<file path="config.mk">
export PLATFORM = sky130hd
export DESIGN_NAME = onewire_uart_transaction_sequencer
export DESIGN_NICKNAME = d
export VERILOG_FILES = /design/src/hdl/ows_pkg.sv /design/src/hdl/onewire_uart_transaction_sequencer.sv /design/src/hdl/ows_store.sv /design/src/hdl/ows_core.sv
export SDC_FILE = /design/constraint.sdc
export NUM_CORES = 1
export LEC_CHECK = 0
export ABC_AREA = 1
export BUFFER_PORTS_ARGS = -buffer_cell sky130_fd_sc_hd__clkbuf_2
export CORE_MARGIN = 2
export CORE_UTILIZATION = 53
export CTS_CLUSTER_DIAMETER = 30
export DETAILED_ROUTE_END_ITERATION = 16
export PLACE_DENSITY = 0.77
export SLEW_MARGIN = 20
export SYNTH_ARGS = -nofsm -noshare
export SYNTH_HDL_FRONTEND = slang
export SYNTH_SLANG_ARGS = --single-unit
</file>
<file path="constraint.sdc">
create_clock -name clk -period 2.8 [get_ports clk]
set_input_delay 0.28 -clock clk [delete_from_list [all_inputs] [get_ports clk]]
set_output_delay 0.28 -clock clk [all_outputs]
set_load 0.01 [all_outputs]
</file>
<file path="src/hdl/ows_pkg.sv">
package ows_pkg;

	localparam int unsigned STORE_DEPTH = 11;
	localparam int unsigned IDX_W       = 4;
	localparam int unsigned ROM_BYTES   = 8;
	localparam int unsigned ROM_BASE    = 0;
	localparam int unsigned FUNC_BASE   = 8;

	localparam logic [1:0] REQ_START = 2'd0;
	localparam logic [1:0] REQ_LOAD  = 2'd1;
	localparam logic [1:0] REQ_ECHO  = 2'd2;

	localparam logic [7:0] SLOT_RESET = 8'hF0;
	localparam logic [7:0] SLOT_ONE   = 8'hFF;
	localparam logic [7:0] SLOT_ZERO  = 8'h00;

	localparam logic [7:0] CMD_READ_ROM  = 8'h33;
	localparam logic [7:0] CMD_MATCH_ROM = 8'h55;
	localparam logic [7:0] CMD_WRITE_SP  = 8'h4E;
	localparam logic [7:0] CMD_READ_SP   = 8'hBE;

	localparam logic [3:0] WRITE_SP_BYTES = 4'd3;
	localparam logic [3:0] READ_SP_BYTES  = 4'd9;

	typedef struct packed {
		logic [1:0]       req_type;
		logic [7:0]       rom_cmd_byte;
		logic [7:0]       func_cmd_byte;
		logic [IDX_W-1:0] load_index;
		logic [7:0]       data_byte;
		logic [7:0]       echo_byte;
	} item_t;

	typedef struct packed {
		logic       send_valid;
		logic [7:0] send_byte;
		logic       reset_speed;
		logic       read_valid;
		logic [7:0] read_byte;
		logic       read_from_function;
		logic [3:0] read_index;
		logic       done_res;
		logic       no_device;
	} res_t;

	typedef struct packed {
		logic             en;
		logic [IDX_W-1:0] idx;
		logic [7:0]       data;
	} store_wr_t;

endpackage

</file>
<file path="src/hdl/onewire_uart_transaction_sequencer.sv">
// the result transaction is registered in the core's res_q after its input transaction passes the item_s1 register
// throughput: one transaction per cycle while m_tready holds no result back, set by the sequencer update
// a result held back by m_tready stalls the input, two transactions can be in flight
// transactions that cause no result leave the output empty
// reset: asynchronous active-low arst_n clears phase, counters, commands and valids
// the write-data store is not cleared and holds nothing until loaded
module onewire_uart_transaction_sequencer (
	input  logic        clk,
	input  logic        arst_n,
	input  logic        s_tvalid,
	output logic        s_tready,
	// rom_cmd_byte, func_cmd_byte, load_index, data_byte, echo_byte, zero fill
	input  logic [39:0] s_tdata,
	// req_type
	input  logic [1:0]  s_tuser,
	output logic        m_tvalid,
	input  logic        m_tready,
	// send_valid, send_byte, reset_speed, read_valid, read_byte,
	// read_from_function, read_index, done_res, no_device, zero fill
	output logic [31:0] m_tdata
);

	logic            valid_s1;
	ows_pkg::item_t  item_s1;
	logic            core_ready;
	logic            res_valid;
	ows_pkg::res_t   res;

	assign s_tready = !valid_s1 || core_ready;

	always_ff @(posedge clk or negedge arst_n) begin
		if (!arst_n) begin
			valid_s1 <= 1'b0;
		end else if (s_tready) begin
			valid_s1 <= s_tvalid;
		end
	end

	always_ff @(posedge clk) begin
		if (s_tready && s_tvalid) begin
			item_s1.req_type      <= s_tuser;
			item_s1.rom_cmd_byte  <= s_tdata[7:0];
			item_s1.func_cmd_byte <= s_tdata[15:8];
			item_s1.load_index    <= s_tdata[19:16];
			item_s1.data_byte     <= s_tdata[27:20];
			item_s1.echo_byte     <= s_tdata[35:28];
		end
	end

	ows_core u_core (
		.clk       (clk),
		.arst_n    (arst_n),
		.in_valid  (valid_s1),
		.in_item   (item_s1),
		.in_ready  (core_ready),
		.res_valid (res_valid),
		.res       (res),
		.res_ready (m_tready)
	);

	assign m_tvalid = res_valid;
	assign m_tdata  = {6'd0, res.no_device, res.done_res, res.read_index,
		res.read_from_function, res.read_byte, res.read_valid, res.reset_speed,
		res.send_byte, res.send_valid};

endmodule

</file>
<file path="src/hdl/ows_store.sv">
module ows_store #(
	parameter int unsigned WIDTH = 8,
	parameter int unsigned DEPTH = ows_pkg::STORE_DEPTH
) (
	input  logic                     clk,
	input  logic                     we,
	input  logic [$clog2(DEPTH)-1:0] waddr,
	input  logic [WIDTH-1:0]         wdata,
	input  logic                     re,
	input  logic [$clog2(DEPTH)-1:0] raddr,
	output logic [WIDTH-1:0]         rdata
);

	logic [WIDTH-1:0] mem_q [DEPTH];
	logic [WIDTH-1:0] rdata_q;

	always_ff @(posedge clk) begin
		if (we) begin
			mem_q[waddr] <= wdata;
		end
	end

	always_ff @(posedge clk) begin
		if (re) begin
			rdata_q <= mem_q[raddr];
		end
	end

	assign rdata = rdata_q;

endmodule

</file>
<file path="src/hdl/ows_core.sv">
module ows_core (
	input  logic                  clk,
	input  logic                  arst_n,
	input  logic                  in_valid,
	input  ows_pkg::item_t        in_item,
	output logic                  in_ready,
	output logic                  res_valid,
	output ows_pkg::res_t         res,
	input  logic                  res_ready
);

	typedef enum logic [2:0] {
		PH_IDLE,
		PH_PRESENCE,
		PH_ROM_CMD,
		PH_ROM_DATA,
		PH_FUNC_CMD,
		PH_FUNC_DATA
	} phase_t;

	phase_t     phase_q, phase_d;
	logic [2:0] bit_q, bit_d;
	logic [3:0] byte_q, byte_d;
	logic [7:0] rom_q, rom_d;
	logic [7:0] func_q, func_d;
	logic [7:0] shift_q, shift_d;

	logic          res_valid_q;
	ows_pkg::res_t res_q;
	logic          has_res;
	ows_pkg::res_t res_d;
	logic          emit_slot;
	logic          take;
	logic          store_slot;
	logic          store_slot_q;
	logic          rd_en;

	ows_pkg::store_wr_t          wr;
	logic [ows_pkg::IDX_W-1:0]   rd_idx;
	logic [7:0]                  rd_data;

	logic       rom_has_data;
	logic       func_has_data;
	logic       reading;
	logic [3:0] cur_len;
	logic [3:0] byte_inc;
	logic [7:0] src;

	assign take     = in_valid && in_ready;
	assign in_ready = !res_valid_q || res_ready;

	assign wr.en   = take && (in_item.req_type == ows_pkg::REQ_LOAD) &&
		(32'(in_item.load_index) < ows_pkg::STORE_DEPTH);
	assign wr.idx  = in_item.load_index;
	assign wr.data = in_item.data_byte;
	assign rd_en   = take && store_slot;

	ows_store #(
		.WIDTH (8),
		.DEPTH (ows_pkg::STORE_DEPTH)
	) u_store (
		.clk   (clk),
		.we    (wr.en),
		.waddr (wr.idx),
		.wdata (wr.data),
		.re    (rd_en),
		.raddr (rd_idx),
		.rdata (rd_data)
	);

	assign rom_has_data  = (rom_q == ows_pkg::CMD_READ_ROM) || (rom_q == ows_pkg::CMD_MATCH_ROM);
	assign func_has_data = (func_q == ows_pkg::CMD_WRITE_SP) || (func_q == ows_pkg::CMD_READ_SP);
	assign reading = ((phase_q == PH_ROM_DATA) && (rom_q == ows_pkg::CMD_READ_ROM)) ||
		((phase_q == PH_FUNC_DATA) && (func_q == ows_pkg::CMD_READ_SP));
	assign byte_inc = byte_q + 4'd1;

	always_comb begin
		case (phase_q)
			PH_ROM_DATA:  cur_len = 4'(ows_pkg::ROM_BYTES);
			PH_FUNC_DATA: cur_len = (func_q == ows_pkg::CMD_READ_SP) ?
				ows_pkg::READ_SP_BYTES : ows_pkg::WRITE_SP_BYTES;
			default:      cur_len = 4'd1;
		endcase
	end

	// next state and result of one transaction
	always_comb begin
		phase_d    = phase_q;
		bit_d      = bit_q;
		byte_d     = byte_q;
		rom_d      = rom_q;
		func_d     = func_q;
		shift_d    = shift_q;
		res_d      = '0;
		has_res    = 1'b0;
		emit_slot  = 1'b0;
		store_slot = 1'b0;
		case (in_item.req_type)
			ows_pkg::REQ_START: begin
				rom_d             = in_item.rom_cmd_byte;
				func_d            = in_item.func_cmd_byte;
				bit_d             = 3'd0;
				byte_d            = 4'd0;
				shift_d           = 8'h00;
				phase_d           = PH_PRESENCE;
				has_res           = 1'b1;
				res_d.send_valid  = 1'b1;
				res_d.send_byte   = ows_pkg::SLOT_RESET;
				res_d.reset_speed = 1'b1;
			end
			ows_pkg::REQ_ECHO: begin
				if (phase_q == PH_PRESENCE) begin
					has_res = 1'b1;
					if (in_item.echo_byte == ows_pkg::SLOT_RESET) begin
						phase_d         = PH_IDLE;
						res_d.no_device = 1'b1;
					end else begin
						phase_d   = PH_ROM_CMD;
						bit_d     = 3'd0;
						byte_d    = 4'd0;
						emit_slot = 1'b1;
					end
				end else if (phase_q != PH_IDLE) begin
					has_res   = 1'b1;
					emit_slot = 1'b1;
					if (reading) begin
						shift_d = {in_item.echo_byte == ows_pkg::SLOT_ONE, shift_q[7:1]};
					end
					if (bit_q != 3'd7) begin
						bit_d = bit_q + 3'd1;
					end else begin
						bit_d = 3'd0;
						if (reading) begin
							res_d.read_valid         = 1'b1;
							res_d.read_byte          = shift_d;
							res_d.read_from_function = (phase_q == PH_FUNC_DATA);
							res_d.read_index         = byte_q;
						end
						byte_d = byte_inc;
						if (byte_inc >= cur_len) begin
							byte_d = 4'd0;
							case (phase_q)
								PH_ROM_CMD:   phase_d = rom_has_data ? PH_ROM_DATA : PH_FUNC_CMD;
								PH_ROM_DATA:  phase_d = PH_FUNC_CMD;
								PH_FUNC_CMD:  phase_d = func_has_data ? PH_FUNC_DATA : PH_IDLE;
								default:      phase_d = PH_IDLE;
							endcase
							if (phase_d == PH_IDLE) begin
								emit_slot      = 1'b0;
								res_d.done_res = 1'b1;
							end
						end
					end
				end
			end
			default: begin
			end
		endcase
		if (emit_slot) begin
			res_d.send_valid = 1'b1;
			if (((phase_d == PH_ROM_DATA) && (rom_q == ows_pkg::CMD_READ_ROM)) ||
				((phase_d == PH_FUNC_DATA) && (func_q == ows_pkg::CMD_READ_SP))) begin
				res_d.send_byte = ows_pkg::SLOT_ONE;
			end else if ((phase_d == PH_ROM_DATA) || (phase_d == PH_FUNC_DATA)) begin
				// bit comes from the store read registered alongside the result
				store_slot = 1'b1;
			end else begin
				res_d.send_byte = src[bit_d] ? ows_pkg::SLOT_ONE : ows_pkg::SLOT_ZERO;
			end
		end
	end

	// bit source for the slot after this transaction
	always_comb begin
		rd_idx = (phase_d == PH_ROM_DATA) ? 4'(ows_pkg::ROM_BASE) + byte_d :
			4'(ows_pkg::FUNC_BASE) + byte_d;
		case (phase_d)
			PH_ROM_CMD:   src = rom_q;
			PH_FUNC_CMD:  src = func_q;
			default:      src = 8'h00;
		endcase
	end

	always_ff @(posedge clk or negedge arst_n) begin
		if (!arst_n) begin
			phase_q     <= PH_IDLE;
			bit_q       <= 3'd0;
			byte_q      <= 4'd0;
			rom_q       <= 8'h00;
			func_q      <= 8'h00;
			shift_q     <= 8'h00;
			res_valid_q <= 1'b0;
		end else if (take) begin
			phase_q     <= phase_d;
			bit_q       <= bit_d;
			byte_q      <= byte_d;
			rom_q       <= rom_d;
			func_q      <= func_d;
			shift_q     <= shift_d;
			res_valid_q <= has_res;
		end else if (res_ready) begin
			res_valid_q <= 1'b0;
		end
	end

	always_ff @(posedge clk) begin
		if (take) begin
			res_q        <= res_d;
			store_slot_q <= store_slot;
		end
	end

	assign res_valid = res_valid_q;

	// bit_q holds the bit position of the slot in res_q
	always_comb begin
		res = res_q;
		if (store_slot_q) begin
			res.send_byte = rd_data[bit_q] ? ows_pkg::SLOT_ONE : ows_pkg::SLOT_ZERO;
		end
	end

endmodule

</file>
# Yosys cells after proc, flatten, opt, wreduce, memory -nomap -nowiden
# Memories as Yosys holds them, arrays and structs flattened. A register that Yosys moved wholly into a read port is not among the register bits.
# Index checks and enable logic that the tools add are counted.
# word_totals
n_memories	1
out_inout_bits	34
inputBits	46
wordCells	149
register_bits	101
ram_bits	88
# classes
n_bitwise	4
eq_ne	20
n_reduce_logical	29
order_cmp	4
add_sub_neg	3
n_mux	64
# memory_table
memory	words	word_bits	rd	rd_ports_with_merged_regs	wr	line	source
u_core.u_store.mem_q	11	8	1	1	1	ows_store.sv:14	logic [WIDTH-1:0] mem_q [DEPTH];
# op_table
op	n
$mux 8	9
$mux 3	15
$pmux 8 s2	2
$mux 4	7
$eq 8x8->1 const B	3
$mux 1	20
$eq 8x7->1 const B	2
$pmux 4 s2	2
$mux 14	1
$eq 3x2->1 const B	4
$eq 3x3->1 const B	4
$pmux 3 s2	2
$mux 10	1
$reduce_or 5->1	2
$logic_and 1x1->1	9
$pmux 3 s3	1
$eq 8x6->1 const B	1
$lt 3x4->1 const B	2
$logic_or 1x1->1	7
$bmux 1 s3	2
$add 4x1->4 const B	1
$add 4x4->4 const A	1
$ge 4x4->1	1
$lt 4x4->1 const B	1
18 further kinds	24

# Depth between registers and ports, before layout
# Gate-level depths: netlist of the first run.
# depth
ltp_word	22
mapped_depth	26
depth_no_buf	25

# Cells and area by module
# Synthesis of the first run repeated with hierarchy kept, for this count alone.
# hier_totals
hier_cells	831
hier_area_um2	8712.1
# modules_own_cells
mod	seq_area_each_um2	area_each_um2	cells_per_inst	n_inst
ows_store	2882.8	4032.6	354	1
ows_core	1481.4	3444.6	426	1
onewire_uart_transaction_sequencer	1166.1	1234.9	51	1

# Least setup slack after synthesis of the first run
# No wires, ideal clock.
# synth_timing
path_type	register to register
from	reg u_core.phase_q[0]
to	reg u_core.u_store.rdata_q[0], in the netlist u_core.u_store.rdata[0] (read register of u_core.u_store.mem_q), enable pin
arrival_ns	2.721
slack_ns	-0.304
period_less_slack_ns	3.104
path_stages_with_launch	19
path_cell_list	dfrtp_1 inv_2 nor3_1 nand3_1 nand2_1 inv_1 ha_1 nand2_1 nand2_1 nand2_2 nand2_1 nand2_1 nor2_4 nor2_8 nor2_4 nand2_1 nand2_1 nand2_1 nor3_1
# synth_via
elab_chain_cells	18
word_cells_on_any_way	43
# synth_rtl
element	line	source
from (decl)	ows_core.sv:21	phase_t phase_q, phase_d;
from (signal assigned)	ows_core.sv:194	phase_q <= phase_d;
$eq 3x3->1, or another cell as far along	ows_core.sv:142	case (phase_q)
$pmux 3 s3	ows_core.sv:142	
$mux 3	ows_core.sv:140	if (byte_inc >= cur_len) begin
$mux 3	ows_core.sv:129	if (bit_q != 3'd7) begin
$mux 3	ows_core.sv:123	end else if (phase_q != PH_IDLE) begin
$mux 3	ows_core.sv:112	if (phase_q == PH_PRESENCE) begin
$mux 3	ows_core.sv:98	case (in_item.req_type)
$mux 3	ows_core.sv:140	
(+3 left out)	-	
$pmux 3 s2	ows_core.sv:98	
$eq 3x2->1 / $eq 3x3->1 (equally long branches)	ows_core.sv:161, ows_core.sv:164, ows_core.sv:162	
$logic_or 1x1->1, or another cell as far along	ows_core.sv:164	end else if ((phase_d == PH_ROM_DATA) || (phase_d == PH_FUNC_DATA)) begin
$mux 1 / $logic_or 1x1->1 (equally long branches)	ows_core.sv:164, ows_core.sv:161	
$mux 1	ows_core.sv:161	if (((phase_d == PH_ROM_DATA) && (rom_q == ows_pkg::CMD_READ_ROM)) ||
$mux 1 *	ows_core.sv:159	if (emit_slot) begin
$logic_and 1x1->1 *	ows_core.sv:56	assign rd_en = take && store_slot;
via u_core.rd_en	ows_core.sv:36	logic rd_en;
to (decl)	ows_store.sv:15	logic [WIDTH-1:0] rdata_q;
# Mark *: on every way through the listed nets, which the timed path passes. The rest lies on a longest branch. The select of a mux whose other input is x is not followed.
# A chain may end at the register's enable or synchronous reset.

# Worst setup path in the final report of the first run
# layout_timing
from	reg u_core.phase_q[2]
to	reg u_core.res_q[23] in the netlist's numbering (data pin)
# layout_via
elab_chain_cells	20
word_cells_on_any_way	44
# layout_rtl
element	line	source
$eq 3x3->1, or another cell as far along	ows_core.sv:142	
$pmux 3 s3	ows_core.sv:142	
$mux 3	ows_core.sv:140	
$mux 3	ows_core.sv:129	
$mux 3	ows_core.sv:123	
$mux 3	ows_core.sv:112	
$mux 3	ows_core.sv:98	
$mux 3	ows_core.sv:140	
(+4 left out)	-	
$eq 3x3->1 / $eq 3x2->1 (equally long branches)	ows_core.sv:177	case (phase_d)
$pmux 8 s2	ows_core.sv:177	
$bmux 1 s3	ows_core.sv:168	res_d.send_byte = src[bit_d] ? ows_pkg::SLOT_ONE : ows_pkg::SLOT_ZERO;
$mux 1 (implied by the code)	ows_core.sv:168	
$mux 8	ows_core.sv:168	
$mux 8	ows_core.sv:164	
$mux 8	ows_core.sv:161	
$mux 8 *	ows_core.sv:159	
to (signal assigned)	ows_core.sv:208	res_q <= res_d;
to (decl)	ows_core.sv:29	ows_pkg::res_t res_q;
# Mark *: on every way between the ends. The rest lies on a longest branch, timed or not. The select of a mux whose other input is x is not followed.

==> results.cfg, run 1 <==
[floorplanning]
fp.dieArea_um2 = 16880
die_y_um = 129.9
die_x_um = 129.9
boundaryPins = 80
start_util_pct = 53.50
row_count = 46
core_area_um2 = 15710

[synthesis]
synth-adder-area-share_pct = 0.8931
yosys.area.top_type = edfxtp_1
ys_top_cells_by_area = edfxtp_1 (55%), dfrtp_1 (10%), nand2_1 (4.3%), nor2_1 (4.2%), o21ai_0 (3.8%)
yosysWarnings = 0
synth-edff-count = 155
synth_compound_area_share_pct = 9.809
syn_avg_cell_area_um2 = 11.30
ys_types = 45
synth_most_common_cell = edfxtp_1
synth_mux_area_share_pct = 0.6698
yosysTopAreaCellShare_pct = 55.37
synth_xor_area_share_pct = 0.2977
synthArstFlopShare_pct = 18.42
ys_seq_area_share_pct = 65.79
synthSimpleGateAreaFrac_pct = 15.15
synthTopCellsByCount = edfxtp_1 (155), nand2_1 (97), nor2_1 (93)
syn_inst = 744
ys.flop_type = edfxtp_1
synth_seq_cells = 190
synth_top_family_by_area = simple AND/OR/NAND/NOR gates
syn_area_um2 = 8406

[min_path]
min_path_type = primary input to flop

[critical_path]
endpoint_kind = flop
crit_start = u_core.phase_q[2]$_DFFE_PN0P_
cpMaxStageDelayCell = dfrtp_1
required_ns = 2.99
cpMostUsedCell = nand2_2
path_cells = inv_2, nand2_2, nor2_2, inv_2, buf_4, nand2_2, inv_2, ha_4, nand2_4, nand2_4, nand2_4, nand2_2, nand2_2, nor2_4, nor2_8, buf_4, nand4_1, nand3_2, nand3_2, nand2_2, nand2_2, nand3_2, nand2_2, nand2_1
rrSetupSlack_ns = -0.24
cp-start-kind = flop
crit_path_max_incr_delay_ns = 0.39
criticalPathCategory = flop to flop
r2r_cells = 24
r2r-start = u_core.phase_q[2]$_DFFE_PN0P_
cp-endpoint = u_core.res_q[23]$_DFFE_PP_
crit_fanout = 8
cp.arrival_ns = 3.23
r2r_end = u_core.res_q[23]$_DFFE_PP_

[clock_tree]
cts_sinks = 190
cts_buffers = 17
h-tree-depth = 4
root_buffer = clkbuf_16
cts_tree = done
clockBufferDepth = 2
clk_pin_slew_worst_paths_ns = 0.07
clk_latency_ns = 0.44

[power]
max-vdd-ir-drop_uv = 600.5
p_leak_nw = 4.216
power_density_nw_per_um2 = 739.1

[drt]
drc = 0
first_pass_iters = 8
routed_via_density = 5.518
vias = 6147
wl_per_cell_um = 17.51
routed_wl_um = 19500
antenna_left = 0
drt_iter0_markers = 710

[place]
portBuffers = 69
dpl.hpwl_um = 11340
placed_area_um2 = 9298
dp_slack_ns = -0.2097
place.gp.congestion = 0.8982

[finish]
area_delta_synth_final_pct = 25.99
multi_input_area_um2 = 2651
num-fill-cells = 1029
regArea_um2 = 5530
layout-drive-gt1-share_pct = 34.30
diodes = 0
final_cell_area_um2 = 10590
nNetsFinal = 937

[timing]
finalCritPeriodShare_pct = 108.5
whs_ns = 0.01869
clock_skew_ns = 0.01178
rsz0062_at_grt = yes
timing.fmax_ghz = 0.3293
slew_viol_final = 0
fin_crit_ns = 3.037
max_slew.worst_pin.slew_ns = 0.9211
setup_ws_ns = -0.2372
finalSetupViolations = 18
final_hold_viol_count = 0
max_slew_margin_pct = 38.59

[global_routing]
grt_pass1_vias = 5902
antenna_found_initial = 0
grt_pass1_wl_um = 28510
grt_max_degree = 39
grt.total_usage_pct = 22.50
overflow = 0

[run_status]
failed_checks = negative setup slack
status = finished, violations left

[flow_run]
maxCapViolations = 0
## cell type report
class	instances	area share (%)
Clock buffer	18	4.052
Clock inverter	14	1.465
Tap cell	216	2.552
Multi-Input combinational cell	437	25.04
Inverter	72	2.576
Timing Repair Buffer	167	12.10
Sequential cell	190	52.22
## state kept, by name, summed over array words and instances (netlist names), 2 cells and up
name	flops
u_core.u_store.mem_q	88
item_s1	38
u_core.res	18
u_core.func_q	8
u_core.rom_q	8
u_core.u_store.rdata	8
u_core.shift_q	7
u_core.byte_q	4
u_core.bit_q	3
u_core.phase_q	3
u_core.res_q	2
## cell families (layout without fill, tap and decap cells)
logic type      Yosys count  after routing
flops                   190            190
compound gates          141            141
fa+ha+maj                 6              6
xor+xnor                  2              2
simple gates            277            277
other cells               1              6
mux                       5              5
buf+inv                 122            271
## power by group
group,internal (mW),switching (mW)
logic,0.800,1.08
clock network,1.33,1.06
registers,3.36,0.187
total,5.49,2.33
## through the flow
| stage | cells | util, % | total power, mW | TNS (ns) |
|---|---|---|---|---|
| floorplan | 749 | - | 4.476 | 0 |
| detailed placement | 1051 | 59.17 | 4.970 | -2.757 |
| finish | 1114 | 67.40 | 7.827 | -2.868 |
| CTS | 1105 | 65.34 | 7.568 | -1.299 |
| global route | 1114 | 67.40 | 8.142 | -5.186 |
| global placement | 1051 | 59.17 | 4.925 | -1.359 |
## worst max-delay path, delay by kind of cell, from the launching register on
| family | cells | cell delay [ns] |
|---|---|---|
| and+or+nand+nor | 18 | 1.57 |
| buffers and inverters | 5 | 0.54 |
| adders and majority gates | 1 | 0.26 |
| DFF | 1 | 0.39 |
## layout by cell type, fill, tap and decap left out, types with 10 or more instances in the layout
cell / synthesis / routed
a21oi_1: 16 / 16
buf_4: 34 / 75
clkbuf_16: 0 / 19
clkbuf_2: 1 / 69
dfrtp_1: 35 / 35
edfxtp_1: 155 / 155
inv_1: 63 / 58
inv_2: 7 / 12
nand2_1: 97 / 76
nand2_2: 5 / 16
nand2_4: 1 / 10
nand3_2: 0 / 23
nand4_1: 11 / 11
nor2_1: 93 / 89
o21ai_0: 64 / 62
o21ai_1: 14 / 13
o22ai_1: 21 / 19
or2_2: 17 / 17
## routing by layer
metal | track usage (%) | vias to the layer above | wire length, um
li1 | - | 2833 | -
met1 | 27.69 | 2946 | 7849
met2 | 38.53 | 318 | 9763
met3 | 6.519 | 50 | 1428
met4 | 7.337 | 0 | 462
met5 | 0 | - | 0
## repair_timing
| action | CTS | global route |
|---|---|---|
| hold buffers | 7 | 0 |
| endpoints found under the setup margin | 19 | 19 |
| cloned | 1 | 2 |
| hold endpoints to repair | 41 | 0 |
| resized for setup | 43 | 46 |
| buffers inserted | 14 | 8 |
| pin swaps | 30 | 40 |
## how the worst min path moves through the flow
stage                start                     endpoint  slack [ns]  cells past startpoint
2_1_floorplan       arst_n  u_core.bit_q[0]$_DFFE_PN0P_       -0.02                      0
3_3_place_gp        arst_n  u_core.rom_q[4]$_DFFE_PN0P_        0.45                      1
3_5_place_dp        arst_n  u_core.rom_q[4]$_DFFE_PN0P_        0.45                      1
4_1_cts        s_tdata[30]         item_s1[2]$_DFFE_PP_       0.001                      1
5_1_grt        s_tdata[22]        item_s1[10]$_DFFE_PP_       0.001                      1
6_report       s_tdata[10]        item_s1[22]$_DFFE_PP_        0.02                      1
(Power assumes the default switching activity.)
==> inputs of run 2 (changes only) <==
- BUFFER_PORTS_ARGS: -buffer_cell sky130_fd_sc_hd__clkbuf_2 -> default
- CORE_UTILIZATION: 53 -> 55
- DONT_BUFFER_PORTS: default -> 1
- PLACE_DENSITY: 0.77 -> 0.75
==> results.cfg, run 2 (synthesis results as in run 1) <==
[finish]
multi_input_area_um2 = 2550
diodes = 0
largest_reg_flops = 88
nNetsFinal = 893
area_delta_synth_final_pct = 22.69
top_register = u_core.u_store.mem_q
num-fill-cells = 982
final_cell_area_um2 = 10310
final_common_cell = edfxtp_1
regArea_um2 = 5532
fin_util_pct = 68.34
layout-drive-gt1-share_pct = 24.71
final_cell_mix = edfxtp_1 (155), nor2_1 (90), nand2_1 (81)

[drt]
vias = 5938
first_pass_iters = 5
antenna_left = 0
routed_via_density = 5.699
wl_per_cell_um = 18.22
routed_wl_um = 18990
drt_iter0_markers = 663
drc = 0

[clock_tree]
cts_sinks = 190
cts_tree = done
root_buffer = clkbuf_16
clockBufferDepth = 2
h-tree-depth = 4
clk_pin_slew_worst_paths_ns = 0.07
cts_buffers = 17
clk_latency_ns = 0.44

[global_routing]
antenna_found_initial = 0
grt_max_degree = 39
grt_pass1_wl_um = 29220
grt_pass1_vias = 5930
overflow = 0
grt.total_usage_pct = 23.76

[critical_path]
cp.arrival_ns = 3.25
endpoint_kind = flop
crit_fanout = 14
required_ns = 2.98
cp-start-kind = flop
criticalPathCategory = flop to flop

[place]
place.gp.congestion = 0.9217
portBuffers = 0
placed_area_um2 = 8877
dp_slack_ns = -0.2054
dpl.hpwl_um = 11750

[timing]
setup_ws_ns = -0.2689
max_slew.worst_pin.slew_ns = 0.8033
finalSetupViolations = 19
max_slew_margin_pct = 46.09
slew_viol_final = 0
rsz0062_at_grt = yes
fin_crit_ns = 3.069
whs_ns = 0.1227
timing.fmax_ghz = 0.3259
final_hold_viol_count = 0
finalCritPeriodShare_pct = 109.6
clock_skew_ns = 0.02048

[floorplanning]
die_y_um = 127.6
core_area_um2 = 15090
fp.dieArea_um2 = 16290
row_count = 45
die_x_um = 127.6
start_util_pct = 55.70
boundaryPins = 80

[power]
max-vdd-ir-drop_uv = 651.1
power_mw = 7.611
power_density_nw_per_um2 = 738.0
p_leak_nw = 3.975

[flow_run]
maxCapViolations = 0

[min_path]
min_path_type = primary input to flop

[run_status]
failed_checks = negative setup slack
status = finished, violations left
[run 2: what timing repair did]
action,in CTS,in global routing
gates cloned,1,0
endpoints found under the hold margin,74,0
endpoints found under the setup margin,19,19
setup buffers,9,8
pin swaps,7,40
hold buffers,41,0
resized for setup,34,35
[run 2: stage by stage]
step           setup TNS, ns  std cells
4_1_cts              -0.4900       1035
5_1_grt               -5.134       1042
3_3_place_gp          -1.709        952
2_1_floorplan              0        749
3_5_place_dp          -2.983        952
6_report              -3.186       1042
[run 2: final timing paths]
check | endpoint | cells after the start | slack (ns) | from
worst max-delay path | u_core.u_store.rdata[0]$_DFFE_PP_ | 20 | -0.27 | u_core.func_q[0]$_DFFE_PN0P_
worst min-delay path | valid_s1$_DFFE_PN0N_ | 3 | 0.12 | m_tready
worst max register to register | u_core.u_store.rdata[0]$_DFFE_PP_ | 20 | -0.27 | u_core.func_q[0]$_DFFE_PN0P_
worst min register to register | u_core.shift_q[7]$_DFFE_PN0P_ | 2 | 0.49 | u_core.shift_q[7]$_DFFE_PN0P_
max in group asynchronous | u_core.shift_q[6]$_DFFE_PN0P_ | 2 | 2.30 | arst_n
min in group asynchronous | u_core.rom_q[3]$_DFFE_PN0P_ | 2 | 0.30 | arst_n
[run 2: final cells by class]
cell class	count	area share, %
inverter	72	2.669
clock inverter	14	1.444
timing repair buffer	123	11.08
clock buffer	18	4.162
multi-input combinational	437	24.73
sequential	190	53.64
tap	188	2.281
[run 2: report_power, final]
| group | total, mW | internal [mW] | switching [mW] |
|---|---|---|---|
| Clock | 2.38 | 1.26 | 1.12 |
| Combinational | 1.65 | 0.715 | 0.940 |
| Sequential | 3.57 | 3.36 | 0.210 |
[run 2: metal layers]
metal  part of all wire (%)  up-vias  global-route usage [%]
li1                       -     2741                       -
met1                     40     2868                   29.47
met2                     51      278                   40.42
met3                    6.4       51                   5.109
met4                    2.6        0                   10.47
met5                      0        -                       0
[run 2: worst max-delay path, cell delays in order (launching register included)]
cell	delay [ns]
dfrtp_1	0.39
inv_2	0.06
nand2_1	0.05
nor2_1	0.13
buf_4	0.17
nand2_4	0.07
nand2_4	0.09
ha_4	0.20
nand2_2	0.05
nand3_2	0.10
nand2_4	0.10
nand3_1	0.10
nand2_1	0.08
nand3_1	0.07
nand2_2	0.14
inv_1	0.11
buf_6	0.16
o211ai_1	0.23
o21ai_1	0.12
o21bai_1	0.25
o21ai_2	0.10
==> inputs of run 3 (changes only) <==
- TNS_END_PERCENT: default -> 10
==> results.cfg, run 3 (synthesis results as in run 1) <==
[timing]
finalCritPeriodShare_pct = 107.4
totalNegativeSetupSlack_ns = -3.024
whs_ns = 0.1132
clock_skew_ns = 0.01089
timing.fmax_ghz = 0.3326
finalSetupViolations = 18
slew_viol_final = 0
rsz0062_at_grt = yes
max_slew_margin_pct = 46.09
setup_ws_ns = -0.2064
max_slew.worst_pin.slew_ns = 0.8033
final_hold_viol_count = 0
fin_crit_ns = 3.006

[drt]
drt_iter0_markers = 569
wl_per_cell_um = 17.65
antenna_left = 0
drc = 0
vias = 5816
first_pass_iters = 6
routed_wl_um = 18270
routed_via_density = 5.619

[finish]
top_register = u_core.u_store.mem_q
final_common_cell = edfxtp_1
area_delta_synth_final_pct = 20.30
layout-drive-gt1-share_pct = 21.61
largest_reg_flops = 88
nNetsFinal = 886
diodes = 0
finalNonFillerCells = 1035
fin_util_pct = 67.01
final_cell_mix = edfxtp_1 (155), nor2_1 (91), nand2_1 (87)
final_cell_area_um2 = 10110

[critical_path]
cp-start-kind = flop
cpMaxStageDelayCell = dfrtp_1
crit_path_max_incr_delay_ns = 0.39
endpoint_kind = flop
cp.arrival_ns = 3.19
critPathTopFamily = simple AND/OR/NAND/NOR gates
criticalPathCategory = flop to flop
rrSetupSlack_ns = -0.21
required_ns = 2.99
crit_fanout = 8
critPathBufInv = 5
cpMostUsedCell = nand2_1

[global_routing]
antenna_found_initial = 0
grt_use_met1_pct = 28.60
gr-usage-met3_pct = 5.570
grt_pass1_wl_um = 28360
grt.total_usage_pct = 23.06
grt_max_degree = 39
grt_use_met2_pct = 39.04
grt-busiest-layer = met2
overflow = 0
grt_pass1_vias = 5811

[floorplanning]
die_y_um = 127.6
boundaryPins = 80
die_x_um = 127.6
row_count = 45
core_area_um2 = 15090
start_util_pct = 55.70
fp.dieArea_um2 = 16290

[place]
dp_slack_ns = -0.2054
dp_cells = 952
portBuffers = 0
placed_area_um2 = 8877
place.gp.congestion = 0.9217
dpl.hpwl_um = 11750

[run_status]
failed_checks = negative setup slack
status = finished, violations left

[min_path]
min_path_type = primary input to flop

[power]
p_switching_mw = 2.177
power.internal_mw = 5.240
sw_frac_of_total_pct = 29.35
clock_power_share_pct = 32.2
seq_power_share_pct = 48.1
p_comb_share_pct = 19.7
power_density_nw_per_um2 = 733.4
max-vdd-ir-drop_uv = 646.3
p_leak_nw = 3.922
power_mw = 7.417

[clock_tree]
cts_buffers = 17
cts_tree = done
clk_pin_slew_worst_paths_ns = 0.07
root_buffer = clkbuf_16
clk_latency_ns = 0.44
cts_sinks = 190
clockBufferDepth = 2
h-tree-depth = 4

[flow_run]
maxCapViolations = 0
## run 3: cell types whose count changed in the layout (fill, tap and decap cells not counted), sizes merged
cell / previous run / this run
clkbuf: 18 / 19
buf: 83 / 75
## run 3: worst register-to-register path, cell delays in order, from the launching register on
cell,delay [ns]
dfrtp_1,0.39
inv_2,0.06
nand2_1,0.04
nor2_1,0.15
buf_4,0.18
nand3_2,0.10
nand2_1,0.10
inv_1,0.05
ha_1,0.26
nand2_1,0.09
nand2_2,0.07
nand2_4,0.11
inv_2,0.04
nand2_2,0.05
nand3_2,0.07
nand2_2,0.12
nand2_4,0.08
clkbuf_16,0.17
nand3_1,0.09
nand3_1,0.08
nand3_1,0.09
nand2_1,0.06
nand2_1,0.07
nand3_2,0.07
nand2_2,0.10
nand2_1,0.06
## run 3: cell type report
cell class	instances	area, um^2
clock buffers	18	429.2
well taps	188	235.2
inverters	72	275.3
multi-input cells	437	2404
fillers	1024	4977
repair buffers	116	1089
clock inverters	14	148.9
flip-flops and latches	190	5532
## run 3: power by group through the flow
stage          registers, mW  clock network [mW]  logic [mW]
4_1_cts                 3.56                2.38        1.33
2_1_floorplan           3.55                   0       0.925
3_5_place_dp            3.61                   0        1.26
5_1_grt                 3.60                2.52        1.59
3_3_place_gp            3.60                   0        1.21
6_report                3.56                2.39        1.46
## run 3: worst paths after layout
path | from | to | depth (start not counted)
min | m_tready | u_core.res_valid$_DFFE_PN0P_ | 3
max | u_core.func_q[0]$_DFFE_PN0P_ | u_core.res_q[23]$_DFFE_PP_ | 25
max in group asynchronous | arst_n | u_core.phase_q[1]$_DFFE_PN0P_ | 2
max reg2reg | u_core.func_q[0]$_DFFE_PN0P_ | u_core.res_q[23]$_DFFE_PP_ | 25
min in group asynchronous | arst_n | u_core.func_q[7]$_DFFE_PN0P_ | 2
min reg2reg | u_core.shift_q[7]$_DFFE_PN0P_ | u_core.shift_q[7]$_DFFE_PN0P_ | 2
## run 3: metal layers
| layer | share of wire, % | routed length (um) |
|---|---|---|
| met1 | 40 | 7219 |
| met2 | 52 | 9475 |
| met3 | 6.7 | 1233 |
| met4 | 1.9 | 343 |
| met5 | 0 | 0 |
## run 3: repair_timing
action,in CTS,in global routing
buffers inserted,1,7
hold buffers,41,0
pin swaps,1,33
gates cloned,0,2
gates resized for setup,5,33
setup endpoints to repair,19,19
hold endpoints to repair,74,0
